<file path="src/design/ctsm_pkg.sv">
// package for the camera timestamp mapper
// holds the item, state and result types and the fixed constants; no dependencies
`default_nettype none

package ctsm_pkg;

  localparam int unsigned TIME_W = 64;
  localparam int unsigned PTS_W  = 63;
  // the stored offset host_origin - camera_origin needs one sign bit
  localparam int unsigned OFFSET_W = TIME_W + 1;

  localparam logic [PTS_W-1:0]  PTS_MAX              = {PTS_W{1'b1}};
  localparam logic [TIME_W-1:0] DEFAULT_MAX_ERROR_NS = 64'd2_000_000_000;

  // one input item
  typedef struct packed {
    logic [TIME_W-1:0] camera_time;
    logic [TIME_W-1:0] host_time;
    logic              reanchor_request;
  } item_t;

  // mapping state carried from item to item
  typedef struct packed {
    logic                anchored;
    logic [OFFSET_W-1:0] offset;
    logic [TIME_W-1:0]   previous_camera;
    logic [PTS_W-1:0]    previous_pts;
  } state_t;

  // one result item
  typedef struct packed {
    logic [PTS_W-1:0] pts;
    logic             discontinuity;
    logic             clock_fault;
    logic             from_camera;
  } result_t;

endpackage

`default_nettype wire

</file>
<file path="src/design/ctsm_map.sv">
// mapping logic of the camera timestamp mapper: one item and the current
// state in, result and next state out; depends on ctsm_pkg
`default_nettype none

module ctsm_map (
  input  var ctsm_pkg::item_t        item,
  input  var ctsm_pkg::state_t       state,
  input  var logic [63:0]            max_error_ns,
  output ctsm_pkg::result_t          result,
  output ctsm_pkg::state_t           state_next
);
  import ctsm_pkg::*;

  logic [PTS_W-1:0]    host_sat;
  logic                cam_zero;
  logic                fallback_low;
  logic [PTS_W-1:0]    fallback_pts;
  logic [OFFSET_W:0]   mapped;
  logic                map_overflow;
  logic [PTS_W-1:0]    mapped_sat;
  logic [OFFSET_W+1:0] diff;
  logic [OFFSET_W+1:0] err_hi;
  logic [OFFSET_W+1:0] err_lo;
  logic                too_far;
  logic                cam_not_up;
  logic                mapped_not_up;
  logic                misbehave;
  logic [OFFSET_W-1:0] anchor_offset;

  // saturated host time and zero camera time
  assign host_sat = item.host_time[TIME_W-1] ? PTS_MAX : item.host_time[PTS_W-1:0];
  assign cam_zero = (item.camera_time == '0);

  // fallback forced above the last result, saturating at PTS_MAX
  assign fallback_low = (host_sat <= state.previous_pts);
  assign fallback_pts = (state.previous_pts == PTS_MAX) ? PTS_MAX
                      : state.previous_pts + PTS_W'(1);

  // mapped = camera_time + (host_origin - camera_origin)
  assign mapped       = {2'b00, item.camera_time} + {state.offset[OFFSET_W-1], state.offset};
  assign map_overflow = (mapped[OFFSET_W:TIME_W] != '0);
  assign mapped_sat   = mapped[TIME_W-1] ? PTS_MAX : mapped[PTS_W-1:0];

  // signed distance to host time, checked against the error limit both ways
  assign diff = {3'b000, item.camera_time} + {{2{state.offset[OFFSET_W-1]}}, state.offset}
              - {3'b000, item.host_time};
  assign err_hi  = {3'b000, max_error_ns} - diff;
  assign err_lo  = {3'b000, max_error_ns} + diff;
  assign too_far = diff[OFFSET_W+1] ? err_lo[OFFSET_W+1] : err_hi[OFFSET_W+1];

  assign cam_not_up    = (state.previous_camera == '0)
                      || (item.camera_time <= state.previous_camera);
  assign mapped_not_up = (mapped_sat <= state.previous_pts);
  assign misbehave     = cam_not_up || map_overflow || mapped_not_up || too_far;

  assign anchor_offset = {1'b0, item.host_time} - {1'b0, item.camera_time};

  // select among anchor, fallback and mapped results
  always_comb begin
    result     = '0;
    state_next = state;
    priority if (item.reanchor_request || !state.anchored || (!cam_zero && misbehave)) begin
      result.pts                 = host_sat;
      result.discontinuity       = 1'b1;
      result.clock_fault         = state.anchored && !item.reanchor_request;
      result.from_camera         = !cam_zero;
      state_next.anchored        = 1'b1;
      state_next.offset          = anchor_offset;
      state_next.previous_camera = item.camera_time;
      state_next.previous_pts    = host_sat;
    end else if (cam_zero) begin
      result.pts                 = fallback_low ? fallback_pts : host_sat;
      result.discontinuity       = fallback_low;
      result.clock_fault         = fallback_low;
      result.from_camera         = 1'b0;
      state_next.previous_camera = '0;
      state_next.previous_pts    = fallback_low ? fallback_pts : host_sat;
    end else begin
      result.pts                 = mapped_sat;
      result.discontinuity       = 1'b0;
      result.clock_fault         = 1'b0;
      result.from_camera         = 1'b1;
      state_next.previous_camera = item.camera_time;
      state_next.previous_pts    = mapped_sat;
    end
  end

endmodule

`default_nettype wire

</file>
<file path="src/design/camera_timestamp_mapper.sv">
// camera timestamp mapper top level: input register, mapping logic, result register
// depends on ctsm_pkg and ctsm_map
//
// usage:
//   input channel in_valid/in_ready carries camera_time, host_time and
//   reanchor_request; output channel out_valid/out_ready carries pts,
//   discontinuity, clock_fault and from_camera, one result per item.
//   cfg_write/cfg_data set max_error_ns; write only while the block is idle.
// timing:
//   an item transferred into the input register is mapped by combinational
//   logic, and its result is registered in the output register once that
//   register is free. one item per cycle is sustained while out_ready stays
//   high; the mapping state updates as each result is registered, so the
//   next item is mapped with the updated state.
// reset:
//   rst (synchronous) empties both registers, clears the anchor so the next
//   item re-anchors, and sets max_error_ns to 2000000000.
// stall:
//   while out_ready is low the result holds; the input register still takes
//   one more item, then in_ready drops until the output drains.
`default_nettype none

module camera_timestamp_mapper (
  input  var logic        clk,
  input  var logic        rst,
  input  var logic        in_valid,
  output logic            in_ready,
  input  var logic [63:0] camera_time,
  input  var logic [63:0] host_time,
  input  var logic        reanchor_request,
  output logic            out_valid,
  input  var logic        out_ready,
  output logic [62:0]     pts,
  output logic            discontinuity,
  output logic            clock_fault,
  output logic            from_camera,
  input  var logic        cfg_write,
  input  var logic [63:0] cfg_data
);
  import ctsm_pkg::*;

  logic        s1_valid;
  item_t       s1_item;
  state_t      state;
  state_t      state_next;
  result_t     result;
  result_t     out_result;
  logic [63:0] max_error_ns;
  logic        advance;

  // move the input register into the output register when it is free
  assign advance  = s1_valid && (!out_valid || out_ready);
  assign in_ready = !s1_valid || advance;

  ctsm_map u_map (
    .item         (s1_item),
    .state        (state),
    .max_error_ns (max_error_ns),
    .result       (result),
    .state_next   (state_next)
  );

  // configuration register
  always_ff @(posedge clk) begin
    if (rst) begin
      max_error_ns <= DEFAULT_MAX_ERROR_NS;
    end else if (cfg_write) begin
      max_error_ns <= cfg_data;
    end
  end

  // input register
  always_ff @(posedge clk) begin
    if (rst) begin
      s1_valid <= 1'b0;
    end else if (in_ready) begin
      s1_valid <= in_valid;
    end
  end

  always_ff @(posedge clk) begin
    if (in_valid && in_ready) begin
      s1_item.camera_time      <= camera_time;
      s1_item.host_time        <= host_time;
      s1_item.reanchor_request <= reanchor_request;
    end
  end

  // mapping state, updated on each registered result
  always_ff @(posedge clk) begin
    if (rst) begin
      state <= '0;
    end else if (advance) begin
      state <= state_next;
    end
  end

  // output register
  always_ff @(posedge clk) begin
    if (rst) begin
      out_valid <= 1'b0;
    end else if (advance) begin
      out_valid <= 1'b1;
    end else if (out_ready) begin
      out_valid <= 1'b0;
    end
  end

  always_ff @(posedge clk) begin
    if (advance) begin
      out_result <= result;
    end
  end

  assign pts           = out_result.pts;
  assign discontinuity = out_result.discontinuity;
  assign clock_fault   = out_result.clock_fault;
  assign from_camera   = out_result.from_camera;

endmodule

`default_nettype wire
</file>
<file path="config.mk">
export PLATFORM = sky130hd
export DESIGN_NAME = camera_timestamp_mapper
export DESIGN_NICKNAME = d
export VERILOG_FILES = /design/src/design/ctsm_pkg.sv /design/src/design/ctsm_map.sv /design/src/design/camera_timestamp_mapper.sv
export SDC_FILE = /design/constraint.sdc
export NUM_CORES = 2
export LEC_CHECK = 0
export BUFFER_PORTS_ARGS = -buffer_cell sky130_fd_sc_hd__buf_4
export CAP_MARGIN = 20
export CORE_MARGIN = 4
export CORE_UTILIZATION = 35
export CTS_CLUSTER_DIAMETER = 60
export DETAILED_ROUTE_END_ITERATION = 7
export GPL_TIMING_DRIVEN = 1
export PLACE_DENSITY = 0.52
export SLEW_MARGIN = 20
export SYNTH_ARGS = -nofsm -noshare
export SYNTH_HDL_FRONTEND = slang
export SYNTH_SLANG_ARGS = --single-unit
</file>
<file path="constraint.sdc">
create_clock -name clk -period 30.4 [get_ports clk]
set_input_delay 6.08 -clock clk [delete_from_list [all_inputs] [get_ports clk]]
set_output_delay 6.08 -clock clk [all_outputs]
set_load 0.01 [all_outputs]
</file>
==> summary.txt <==
Peak supply drop = 49.4 µV
Clk buf depth = 3
Hold path depth = 2
Setup Buffers After CTS = 0
Layout area overhead = 15.1%
Post-DRT Antenna Nets = 0
Mapped cell area = 38,300 µm²
Initial antenna violation count = 1
Fin crit share = 0.419
Outcome = finished clean
GRT Total Usage = 0.232
Sequential share of the synthesized area = 0.288
Post-CTS Hold Fix Bufs = 0
Die H = 339 µm
Crit-path max FO = 4
Clock Skew = 0.0389 ns
Total core area = 109,000 µm²
CP bufs+invs = 2
Most common cell in the netlist = nand2_1
Die ar. = 115,000 µm²
Overall die width = 339 µm
Clock Latency Late Sink = 0.66 ns
DR DRC count = 0
CTS tree = done
Max frequency = 0.0785 GHz
Post-CTS Resized = 0
Async SR Flop Fraction = 0
Reg2reg path depth = 42
R2R Setup Slk = 17.73 ns
Clock sinks = 454
Synth top area share = 0.153
Top delay family on crit path = simple AND/OR/NAND/NOR gates
Top cells by area, synth = edfxtp_1 (15%), ha_1 (15%), dfxtp_1 (14%)
Critical path launch point type = primary input
PortBufs = 265
Drt first-iter violations = 2,592
Crit. End Element = output pin
Most frequent cells after synthesis = nand2_1 (724), a21oi_1 (497), ha_1 (447)
N_diodes = 0
Syn_nets = 5,382
Pwr dens = 60.0 nW/µm²
Final Hold Viols = 0
Cell mode on critical path = buf_4
Final WL = 138 mm
Top_reg_cell synth = dfxtp_1
Worst R2R Start = s1_item[77]
Syn. warnings = 0
Avg WL per Cell = 21.6 µm
Dominant cell type by area after synthesis = edfxtp_1
Cell leakage power = 18.2 nW
Crit-path slowest cell = nor2b_1
GPL Wtd Cong = 0.932
Vias/cell = 5.58
Flops & latches, synth = 454
Crit path cell chain = buf_4, nor2b_1, nand2_1, buf_4
EDFF count, synth = 195
Critical path class = in -> out
Worst Hold Path EP = state[173]
Root buf cell = clkbuf_16
Net count, final = 5,555
CTS buffer count = 71
Worst-margin pin slew = 1.00 ns
Site row count = 121
Initial DRT Pass Iterations = 6
Via count = 35,618
Pins over their slew limit = 0
Share of post-route cells with drive strength above 1 = 0.112
Total grt overflow = 0
CTS H-tree depth = 3
Layout Utilization = 0.405
HP Class = reg -> reg
Clock slew at reported path FFs = 0.05 ns
HPWL after DPL = 110 mm
Rel. slew slack = 0.321
WP data arrival = 6.65 ns
I/O pin total = 266
First-pass GRT wire length = 208 mm
Initial core utilization = 0.352
Vias in the first global route = 34,056
Post-synthesis cell count = 4,734
Fin crit period = 12.73 ns
Syn_area_per_cell = 8.09 µm²
Largest net degree at the start of global routing = 100
Worst Hold Launch = state[173]
Max-Cap Viols = 0
Netlist cell types = 97
RR Endpoint = state[177]
RSZ-0062 raised after global routing = no
Slowest cell delay on critical path = 0.21 ns
Critical Path RT = 24.32 ns
TNS Setup = 0 ns
Final setup violation count = 0
registers in the layout, indices dropped and copies added, names as in the netlist:
signal	cells
out_valid	1
clock_fault	1
max_error_ns	64
from_camera	1
s1_item	129
state	193
pts	63
discontinuity	1
s1_valid	1
worst max-delay path by stage:
stage,cells past startpoint,startpoint,slack [ns],end
global placement,4,out_ready,17.66,in_ready
finish,4,out_ready,17.67,in_ready
CTS,4,out_ready,17.66,in_ready
detailed placement,4,out_ready,17.66,in_ready
floorplan,2,out_ready,17.94,in_ready
global route,40,s1_item[77],16.74,state[181]
power breakdown:
part	leakage [nW]	switching, mW	total (mW)	internal (mW)
registers	3.96	0.0442	0.720	0.675
logic	13.1	0.642	1.06	0.418
clock network	1.19	0.350	0.864	0.514
per-layer routing:
layer / global-route usage / vias up / part of all wire
li1: - / 17467 / -
met3: 0.0343 / 181 / 0.060
met2: 0.352 / 1078 / 0.42
met5: 0 / - / 0
met1: 0.338 / 16892 / 0.49
met4: 0.0715 / 0 / 0.032
tightest hold or removal path, stage by stage, from the launching register on:
cell	delay, ns
dfxtp_1	0.31
nand2_1	0.05
a21oi_1	0.05
layout make-up:
cell class	count	area [µm²]
multi-input cells	3750	25300
flip-flops and latches	454	11000
well taps	1414	1770
repair buffers	297	2240
inverters	333	1250
clock buffers	79	1840
fillers	11190	64600
clock inverters	51	661
cells in the final DEF, fill, tap and decap left out, drive strengths merged, types with 45 or more instances in the layout:
| cell | Yosys | routed |
|---|---|---|
| nand2 | 724 | 724 |
| a21oi | 499 | 499 |
| ha | 447 | 447 |
| inv | 332 | 353 |
| buf | 41 | 296 |
| nor2 | 261 | 261 |
| dfxtp | 259 | 259 |
| o21ai | 219 | 219 |
| edfxtp | 195 | 195 |
| xnor2 | 189 | 189 |
| a21o | 176 | 176 |
| nand4 | 131 | 131 |
| mux2i | 90 | 90 |
| nand3 | 85 | 85 |
| xor2 | 81 | 81 |
| clkbuf | 156 | 80 |
| nor4 | 67 | 67 |
| nor3 | 63 | 63 |
| nor2b | 61 | 61 |
| or2 | 60 | 60 |
| a211oi | 50 | 50 |
| nand2b | 45 | 45 |
kinds of logic after synthesis:
group | Yosys count | share of synthesized area
AND/OR/NAND/NOR | 1620 | 0.199
AO/OA/AOI/OAI | 1319 | 0.225
buffers and inverters | 530 | 0.0536
flip-flops | 454 | 0.288
adder cells (fa/ha/maj) | 450 | 0.148
XOR/XNOR | 270 | 0.0618
multiplexers | 91 | 0.0238
per-stage QoR:
step           total power, mW  hold WS [ns]  worst slack (ns)  area [µm²]  std cells
2_1_floorplan             1.48         0.436             17.94       38300       4734
3_3_place_gp              1.77         0.443             17.66       41600       6248
5_1_grt                   2.82         0.468             16.74       44100       6378
6_report                  2.64         0.454             17.67       44100       6378
4_1_cts                   2.66         0.457             17.66       44100       6378
3_5_place_dp              1.78         0.449             17.66       41600       6248
No activity file was read; power rests on OpenSTA's default activity.
